### config.mk
export PLATFORM = sky130hd
export DESIGN_NAME = preemptive_sjf_scheduler
export DESIGN_NICKNAME = d
export VERILOG_FILES = /design/src/psjf_pkg.sv /design/src/preemptive_sjf_scheduler.sv
export SDC_FILE = /design/constraint.sdc
export NUM_CORES = 2
export LEC_CHECK = 0
export CAP_MARGIN = 20
export CORE_MARGIN = 1
export CORE_UTILIZATION = 55
export CTS_CLUSTER_SIZE = 24
export DETAILED_ROUTE_END_ITERATION = 7
export DONT_BUFFER_PORTS = 1
export GPL_ROUTABILITY_DRIVEN = 0
export PLACE_DENSITY = 0.7
export SYNTH_ARGS = -nofsm -noshare
export SYNTH_HDL_FRONTEND = slang
export SYNTH_SLANG_ARGS = --single-unit
### constraint.sdc
create_clock -name i_clk -period 12.2 [get_ports i_clk]
set_clock_uncertainty 0.05 [all_clocks]
set_input_delay 1.22 -clock i_clk [delete_from_list [all_inputs] [get_ports i_clk]]
set_output_delay 1.22 -clock i_clk [all_outputs]
set_load 0.01 [all_outputs]
### src/psjf_pkg.sv
// Shared types and constants of the preemptive shortest-remaining-time scheduler.
package psjf_pkg;

    localparam int TIME_W = 24;
    localparam int LEN_W  = 16;

    localparam logic [TIME_W-1:0] TIME_MAX = {TIME_W{1'b1}};

    localparam logic KIND_LOAD = 1'b0;
    localparam logic KIND_TICK = 1'b1;

    typedef struct packed {
        logic [LEN_W-1:0]  arrival;
        logic [LEN_W-1:0]  burst;
        logic [LEN_W-1:0]  remaining;
        logic [TIME_W-1:0] start;
    } t_job;

    typedef enum logic [2:0] {
        ST_IDLE,
        ST_SCAN,
        ST_UPD,
        ST_FIG,
        ST_RES
    } t_state;

endpackage

### src/preemptive_sjf_scheduler.sv
// Top level: preemptive shortest-remaining-time-first scheduler over a job table.
// A load item is written in idle. A tick item scans the table one slot per cycle
// through the single read port of the job memory and one shared comparator, then
// passes an update state, a figure state when the job finishes, and a result state.
// Items are taken only in idle; the result state waits while a result is unaccepted.
// Synchronous active-low reset clears the job flags, the clock and the handshake;
// the job memory holds its contents, which are used only for loaded slots.
module preemptive_sjf_scheduler #(
    parameter int JOBS = 16
) (
    input  logic                          i_clk,
    input  logic                          i_rst_n,
    input  logic                          i_valid,
    output logic                          o_ready,
    input  logic                          i_kind,
    input  logic [3:0]                    i_slot,
    input  logic [psjf_pkg::LEN_W-1:0]    i_arrival_time,
    input  logic [psjf_pkg::LEN_W-1:0]    i_burst_length,
    output logic                          o_valid,
    input  logic                          i_ready,
    output logic [3:0]                    o_ran_slot,
    output logic                          o_idle,
    output logic                          o_finished,
    output logic [psjf_pkg::TIME_W-1:0]   o_start_time,
    output logic [psjf_pkg::TIME_W-1:0]   o_completion_time,
    output logic [psjf_pkg::TIME_W-1:0]   o_turnaround_time,
    output logic [psjf_pkg::TIME_W-1:0]   o_waiting_time,
    output logic [psjf_pkg::TIME_W-1:0]   o_response_time,
    output logic                          o_all_done
);
    import psjf_pkg::*;

    localparam int SLOT_W = (JOBS > 1) ? $clog2(JOBS) : 1;
    localparam int CNT_W  = $clog2(JOBS + 1);
    localparam int EXT_W  = (CNT_W > 4) ? CNT_W : 4;

    t_state r_state, n_state;

    t_job              r_mem [JOBS];
    t_job              r_rd;
    logic [SLOT_W-1:0] r_rd_idx;
    logic              r_rd_vld;

    logic [JOBS-1:0]   r_loaded, r_started, r_done;
    logic [TIME_W-1:0] r_clock;

    logic [CNT_W-1:0]  r_idx;
    logic              r_found;
    t_job              r_best;
    logic [SLOT_W-1:0] r_best_idx;

    logic              r_fin;
    logic [TIME_W-1:0] r_st, r_ct, r_tat, r_rt;

    // control
    logic              in_acc;
    logic              rd_en;
    logic [SLOT_W-1:0] rd_addr;
    logic              mem_we;
    logic [SLOT_W-1:0] mem_waddr;
    t_job              mem_wdata;
    logic              out_load;

    logic [EXT_W-1:0]  slot_ext;
    logic              slot_ok;
    logic              cand_elig, cand_better;
    logic [TIME_W-1:0] clk_inc;
    logic              best_last;
    logic [TIME_W-1:0] start_sel;
    logic [TIME_W-1:0] wt;

    assign in_acc    = i_valid && o_ready;
    assign slot_ext  = EXT_W'(i_slot);
    assign slot_ok   = slot_ext < EXT_W'(JOBS);
    assign clk_inc   = (r_clock == TIME_MAX) ? r_clock : r_clock + TIME_W'(1);
    assign best_last = r_best.remaining == LEN_W'(1);
    assign start_sel = r_started[r_best_idx] ? r_best.start : r_clock;
    assign wt        = (r_tat > TIME_W'(r_best.burst)) ? r_tat - TIME_W'(r_best.burst)
                                                       : '0;

    assign cand_elig   = r_rd_vld && r_loaded[r_rd_idx] && !r_done[r_rd_idx]
                         && (TIME_W'(r_rd.arrival) <= r_clock);
    assign cand_better = !r_found || (r_rd.remaining < r_best.remaining)
                         || ((r_rd.remaining == r_best.remaining)
                             && (r_rd.arrival < r_best.arrival));

    // next state
    always_comb begin
        n_state = r_state;
        unique case (r_state)
            ST_IDLE: begin
                if (in_acc && i_kind == KIND_TICK) n_state = ST_SCAN;
            end
            ST_SCAN: begin
                if (r_idx == CNT_W'(JOBS) && !r_rd_vld) n_state = ST_UPD;
            end
            ST_UPD: begin
                n_state = (r_found && best_last) ? ST_FIG : ST_RES;
            end
            ST_FIG: n_state = ST_RES;
            ST_RES: begin
                if (!o_valid || i_ready) n_state = ST_IDLE;
            end
            default: n_state = ST_IDLE;
        endcase
    end

    // control outputs
    always_comb begin
        o_ready   = 1'b0;
        rd_en     = 1'b0;
        rd_addr   = r_idx[SLOT_W-1:0];
        mem_we    = 1'b0;
        mem_waddr = slot_ext[SLOT_W-1:0];
        mem_wdata = '{arrival: i_arrival_time, burst: i_burst_length,
                      remaining: i_burst_length, start: '0};
        out_load  = 1'b0;
        unique case (r_state)
            ST_IDLE: begin
                o_ready = 1'b1;
                mem_we  = in_acc && i_kind == KIND_LOAD && slot_ok;
            end
            ST_SCAN: begin
                rd_en = r_idx < CNT_W'(JOBS);
            end
            ST_UPD: begin
                mem_we    = r_found;
                mem_waddr = r_best_idx;
                mem_wdata = '{arrival: r_best.arrival, burst: r_best.burst,
                              remaining: r_best.remaining - LEN_W'(1), start: start_sel};
            end
            ST_FIG: ;
            ST_RES: begin
                out_load = !o_valid || i_ready;
            end
            default: ;
        endcase
    end

    // job memory
    always_ff @(posedge i_clk) begin
        if (mem_we) r_mem[mem_waddr] <= mem_wdata;
        if (rd_en) r_rd <= r_mem[rd_addr];
        r_rd_idx <= rd_addr;
    end

    // control state
    always_ff @(posedge i_clk) begin
        if (!i_rst_n) begin
            r_state   <= ST_IDLE;
            r_loaded  <= '0;
            r_started <= '0;
            r_done    <= '0;
            r_clock   <= '0;
            r_rd_vld  <= 1'b0;
            r_idx     <= '0;
            r_found   <= 1'b0;
            r_fin     <= 1'b0;
            o_valid   <= 1'b0;
        end else begin
            r_state  <= n_state;
            r_rd_vld <= rd_en;
            if (r_state == ST_IDLE && mem_we) begin
                r_loaded[mem_waddr]  <= 1'b1;
                r_started[mem_waddr] <= 1'b0;
                r_done[mem_waddr]    <= (i_burst_length == '0);
            end
            if (r_state == ST_IDLE && in_acc && i_kind == KIND_TICK) begin
                r_idx   <= '0;
                r_found <= 1'b0;
            end
            if (rd_en) r_idx <= r_idx + CNT_W'(1);
            if (r_state == ST_SCAN && cand_elig && cand_better) r_found <= 1'b1;
            if (r_state == ST_UPD) begin
                r_clock <= clk_inc;
                r_fin   <= r_found && best_last;
                if (r_found) begin
                    r_started[r_best_idx] <= 1'b1;
                    if (best_last) r_done[r_best_idx] <= 1'b1;
                end
            end
            if (out_load) o_valid <= 1'b1;
            else if (i_ready) o_valid <= 1'b0;
        end
    end

    // datapath
    always_ff @(posedge i_clk) begin
        if (r_state == ST_SCAN && cand_elig && cand_better) begin
            r_best     <= r_rd;
            r_best_idx <= r_rd_idx;
        end
        if (r_state == ST_UPD) begin
            r_st <= start_sel;
            r_ct <= clk_inc;
        end
        if (r_state == ST_FIG) begin
            r_tat <= r_ct - TIME_W'(r_best.arrival);
            r_rt  <= r_st - TIME_W'(r_best.arrival);
        end
        if (out_load) begin
            o_ran_slot        <= r_found ? 4'(r_best_idx) : 4'd0;
            o_idle            <= !r_found;
            o_finished        <= r_fin;
            o_start_time      <= r_fin ? r_st  : '0;
            o_completion_time <= r_fin ? r_ct  : '0;
            o_turnaround_time <= r_fin ? r_tat : '0;
            o_waiting_time    <= r_fin ? wt    : '0;
            o_response_time   <= r_fin ? r_rt  : '0;
            o_all_done        <= ~|(r_loaded & ~r_done);
        end
    end

    a_idle_not_finished: assert property (@(posedge i_clk) disable iff (!i_rst_n)
        o_valid && o_idle |-> !o_finished)
        else $error("idle result reports a finished job");

    a_clock_monotonic: assert property (@(posedge i_clk) disable iff (!i_rst_n)
        $past(i_rst_n) |-> r_clock >= $past(r_clock))
        else $error("scheduler clock went backwards");

    a_completion_after_start: assert property (@(posedge i_clk) disable iff (!i_rst_n)
        o_valid && o_finished |-> o_completion_time >= o_start_time)
        else $error("completion time before start time");

    a_flags_need_load: assert property (@(posedge i_clk) disable iff (!i_rst_n)
        ((r_done | r_started) & ~r_loaded) == '0)
        else $error("done or started flag on an unloaded slot");

endmodule

Word-level counts from Yosys, hierarchy flattened
Memory sizes are Yosys's and may differ from the RTL's. A register that Yosys moved wholly into a read port is not among the register bits.
Cells that the tools add are included.
{ "totals": {"input_bits": 41, "mem_count": 1, "output_inout_bits": 129, "reg_bits": 387, "ramBits": 1152, "wordCells": 140} }
{ "classes": {"magnitude_cmp": 11, "eq_ne": 11, "bitwise_logic": 8, "n_reduce_logical": 33, "n_mux": 41, "addsub": 6} }
{ "mem_list": {"columns": ["memory", "depth", "width", "read_ports", "rd_clocked_by_memory_dff", "write_ports", "line_no", "source"], "rows": [
  ["r_mem", 16, 72, 1, 1, 1, "preemptive_sjf_scheduler.sv:39", "t_job r_mem [JOBS];"]
]} }
{ "ops": {"columns": ["cell", "n"], "rows": [
  ["$mux 16", 9],
  ["$mux 72", 1],
  ["$sub 24x16->24", 3],
  ["$mux 24", 2],
  ["$or 16x16->16", 3],
  ["$and 16x16->16", 2],
  ["$lt 16x16->1", 2],
  ["$not 16->16", 2],
  ["$add 24x1->24 const B", 1],
  ["$eq 24x24->1 const B", 1],
  ["$gt 24x16->1", 1],
  ["$le 16x24->1", 1],
  ["$lt 4x5->1 const B", 4],
  ["$logic_and 1x1->1", 17],
  ["$bwmux 16", 1],
  ["$eq 16x1->1 const B", 1],
  ["$eq 16x16->1", 1],
  ["$logic_not 16->1", 1],
  ["$reduce_or 16->1", 1],
  ["$sub 16x1->16 const B", 1],
  ["$pmux 3 s5", 1],
  ["$mux 1", 14],
  ["$bmux 1 s4", 3],
  ["$mux 3", 4],
  ["19 further kinds", 33]
]} }

Longest topological paths before layout
{ "depth": {"depth_word": 13, "depth_mapped": 11, "depth_no_buf": 10} }

Worst setup path after synthesis
Ideal clock, no wire load.
{ "synth_timing": {"path_type": "register -> register", "start": "register r_best[57] in the netlist's numbering", "end": "register r_best[0] in the netlist's numbering, enable pin", "t_arrival_ns": 5.378, "setup_slack_ns": 6.237, "stages_incl_launch_ff": 9, "t_required_ns": 11.615, "setup_ns": 0.535, "n_path_buf": 0, "synth_period_minus_slack_ns": 5.963, "path_cell_list": "edfxtp_1 -> inv_1 -> ha_1 -> a21boi_0 -> or3_1 -> a21oi_1 -> nor4_1 -> o31a_1 -> a21oi_1"} }
{ "synth_via": {"elab_chain_len": 4} }
{ "synth_rtl": {"columns": ["item", "line_no", "source"], "rows": [
  ["start, declared", "preemptive_sjf_scheduler.sv:49", "t_job r_best;"],
  ["start signal, assigned", "preemptive_sjf_scheduler.sv:190", "r_best <= r_rd;"],
  ["$lt 16x16->1", "preemptive_sjf_scheduler.sv:85", "&& (r_rd.arrival < r_best.arrival));"],
  ["$logic_and 1x1->1", "preemptive_sjf_scheduler.sv:85", null],
  ["$logic_or 1x1->1", "preemptive_sjf_scheduler.sv:84", "|| ((r_rd.remaining == r_best.remaining)"],
  ["$logic_and 1x1->1", "preemptive_sjf_scheduler.sv:189", "if (r_state == ST_SCAN && cand_elig && cand_better) begin"]
]} }
No other way between the ends.
A chain may end at the register's enable or synchronous reset.

Worst setup path in the final report
{ "layout_timing": {"start": "register r_best[57] in the netlist's numbering", "end": "register r_best[7] in the netlist's numbering, enable pin"} }
Same word-level chain as after synthesis.

==> flow_summary.rst <==
.. list-table::
   :header-rows: 1

   * - Metric
     - Value
   * - Number of clock sinks seen by CTS
     - 1611
   * - Post-synthesis average cell area
     - 18.7 um2
   * - Power density relative to cell area
     - 156 nW/um2
   * - Share of the core filled with cells in the final layout
     - approximately three fifths
   * - Combinational fraction of design power
     - 4.3%
   * - First drt pass iteration count
     - 8
   * - Total negative slack
     - 0 ns
   * - Number of storage elements in the synthesis netlist
     - about 1.6k
   * - Final max-slew violation count
     - 0
   * - Max clock buf depth
     - 3
   * - Post-CTS sizing
     - 0
   * - CP required
     - about 13 ns
   * - Placeable core region
     - 117000 um2
   * - Full die area
     - 120000 um2
   * - Fraction of the cycle the final worst path needs
     - 35.4%
   * - Clock share of power
     - 40.5%
   * - Initial core utilization
     - 55.7%
   * - Maximum number of pins on one net before global-route repair
     - 184
   * - Share of total power consumed by net switching
     - ~21%
   * - Worst Max-Slew Pin Slew
     - 1.39 ns
   * - Cell accounting for the most synthesized area
     - edfxtp_1
   * - Chip height
     - 346 um
   * - Sequential group share of total power
     - 55.2%
   * - Quantity of I/O buffers inserted on ports
     - 0
   * - Number of instances in the synthesized netlist
     - ~3.5k
   * - Count of different cell masters after synthesis
     - 74
   * - Cell types with the highest counts after synthesis
     - 1523 x edfxtp_1, 367 x mux4_2, 149 x and2_1, 147 x nand2_1, 117 x nor2_1
   * - DRC violations left
     - 0
   * - Worst setup path category
     - register to register
   * - Total gr overflow
     - 0
   * - Net count of the mapped netlist
     - 3620
   * - Worst-Skew Late Latency
     - 0.78 ns
   * - Routed WL
     - 156 mm
   * - IO Pins
     - 170
   * - Peak clock frequency supported by timing
     - between 200 and 250 MHz
   * - Count of yosys warnings during synthesis
     - 0
   * - Post-synth top area share
     - 70.4%
   * - Fraction of final layout cells sized beyond drive strength 1
     - 19.9%
   * - Peak supply drop
     - 114 uV
   * - Max-Slew Margin vs Limit
     - 7.30%
   * - CTS tree
     - done
   * - # Max-Cap Violations
     - 0
   * - DRT iter0 DRCs
     - a little over 4k
   * - Sequential fraction of the synthesis area
     - 73.1%
   * - Net Sw Power
     - about 2.3 mW
   * - Fill cells
     - slightly below 8k
   * - EDFF count, synth
     - 1523
   * - Detailed-route via count
     - 33.6k
   * - Number of global-route vias before repair
     - between 30k and 40k
   * - Cell with the most instances after synthesis
     - edfxtp_1
   * - Final critical path time including I/O delays and setup
     - 4.31 ns
   * - TritonCTS Buffers
     - around 160
   * - Ys async rst share
     - 0%
   * - Internal Dissipation
     - 8.94 mW
   * - Die span in x
     - 346 um
   * - Hold-fix buffers at CTS
     - 0
   * - Via/cell ratio
     - 6.44
   * - Unrepaired setup endpoints after global routing
     - no
   * - First-pass GRT wire length
     - 229 mm
   * - Reg-to-reg slack, setup
     - a little under 8 ns
   * - Flip-flop cell with the highest count after synthesis
     - edfxtp_1
   * - Maximum fanout along the worst path
     - 64
   * - Worst hold-check path type
     - register to register
   * - Half-perimeter wire length of the detailed placement result
     - 91.9 mm
   * - Master cell of the clock root buffer
     - clkbuf_16
   * - Clock transition at the registers of the reported paths
     - about 0.060 ns
   * - Rows
     - between 100 and 150
   * - DR WL/cell
     - 29.8 um
   * - Crit path arrival time
     - 4.64 ns
   * - Post-layout net count
     - roughly 3.7k
   * - Summed instance area of the synthesized netlist
     - between 60000 and 70000 um2
   * - Total routing usage reported by global routing
     - between 20% and 30%
   * - Setup violators final
     - 0
   * - Syn-to-layout area delta
     - 10.9%
   * - Deepest level of the CTS H-tree
     - 4
   * - Category of the worst setup path launch point
     - register
   * - Capturing element type of the critical path
     - register
   * - Number of failing hold endpoints at the final stage
     - 0
   * - Top post-synthesis cells by area
     - edfxtp_1 70%, mux4_2 13%, dfxtp_1 2.7%
   * - Initial antenna violation count
     - 12
   * - Final antenna-violating net count
     - 0
   * - Leakage
     - 23.4 nW
   * - Outcome
     - finished, final reports clean
   * - Post-CTS Setup Repair Bufs
     - 0
[worst max-delay path, cell delays in order (launching register included)]
cell,delay [ns]
edfxtp_1,0.60
inv_1,0.30
ha_1,0.35
a21boi_0,0.12
or3_1,0.32
a21oi_1,0.15
nor4_1,0.07
o31a_1,0.33
a21oi_4,0.57
buf_4,0.94
[state kept, by name, indices dropped and copies added (netlist names), 4 cells and up]
name,count
o_turnaround_time,24
r_loaded,16
o_start_time,24
o_ran_slot,4
r_idx,5
r_best_idx,4
o_response_time,24
r_rd,72
o_waiting_time,24
r_ct,24
r_started,16
o_completion_time,24
r_clock,24
r_best,72
r_rt,24
r_rd_idx,4
r_st,24
r_done,16
r_mem,1152
r_tat,24
[logic make-up (layout without fill, tap and decap cells)]
family | Yosys count | count (layout) | synth area share (%)
DFF | 1611 | 1611 | 73.1
and+or+nand+nor | 633 | 633 | 5.06
muxes | 395 | 395 | 13.2
AOI/OAI and AO/OA | 365 | 365 | 3.60
buffers and inverters | 267 | 487 | 1.66
adders and majority gates | 103 | 103 | 2.02
xor gates and xnor gates | 102 | 102 | 1.37
other | 0 | 5 | 0
[per-stage QoR]
stage | setup WS, ns | power (mW) | hold WS (ns) | std cells | area [um2]
after floorplan | 6.24 | 6.65 | 0.279 | 3476 | 65000
after global placement | 7.63 | 6.80 | 0.351 | 4922 | 67000
after detailed placement | 7.97 | 6.82 | 0.355 | 4940 | 67200
after CTS | 7.95 | 11.3 | 0.370 | 5218 | 72000
after global routing | 7.81 | 11.6 | 0.376 | 5220 | 72100
final | 7.89 | 11.3 | 0.370 | 5225 | 72100
[power by group through the flow]
stage	Clock [mW]	Sequential [mW]	Combinational (mW)
2_1_floorplan	0	6.32	0.335
3_3_place_gp	0	6.34	0.458
3_5_place_dp	0	6.34	0.478
4_1_cts	4.63	6.22	0.480
5_1_grt	4.84	6.23	0.516
6_report	4.57	6.22	0.480
[area by class of cell]
class	count	area [um2]	share of cell area [%]
Antenna cell	5	12.5	0.0174
Sequential cell	1611	47500	65.9
Clock inverter	76	588	0.816
Inverter	107	403	0.559
Timing Repair Buffer	102	841	1.17
Multi-Input combinational cell	1598	16600	23.0
Clock buffer	202	4230	5.87
Tap cell	1524	1910	2.65
[placed cells by master (no fill, tap or decap), types with 13 or more instances in the layout]
master	count
nor2b_1	24
buf_4	90
o21ai_1	20
dfxtp_1	83
nor4_1	20
nor2_4	17
and2_1	149
ha_1	100
a31oi_1	17
a21oi_1	62
xor2_1	28
nand4_1	20
nand3_1	33
or3_1	19
inv_1	106
a21boi_0	43
nor2_1	100
and3_1	13
o21ai_0	98
nor3_1	35
clkinv_2	27
clkinv_1	31
o21a_1	31
xnor2_1	74
mux2i_1	18
nand2_1	146
clkbuf_16	161
nand2b_1	17
mux4_2	367
edfxtp_1	1523
clkbuf_1	36
[layer usage]
layer | vias to the layer above | wire (um) | global-route usage, %
met5 | - | 13 | 0
met3 | 328 | 14400 | 4.70
li1 | 14000 | - | -
met1 | 17400 | 60600 | 36.5
met2 | 1912 | 75400 | 42.2
met4 | 2 | 5470 | 9.54
[path summary, 6_finish.rpt]
path,startpoint,end,cells past startpoint
hold reg to reg,r_rd[23],r_best[23],0
setup / recovery,r_best[57],r_best[7],9
setup reg to reg,r_best[57],r_best[7],9
hold / removal,r_rd[23],r_best[23],0
(Power assumes the default switching activity.)
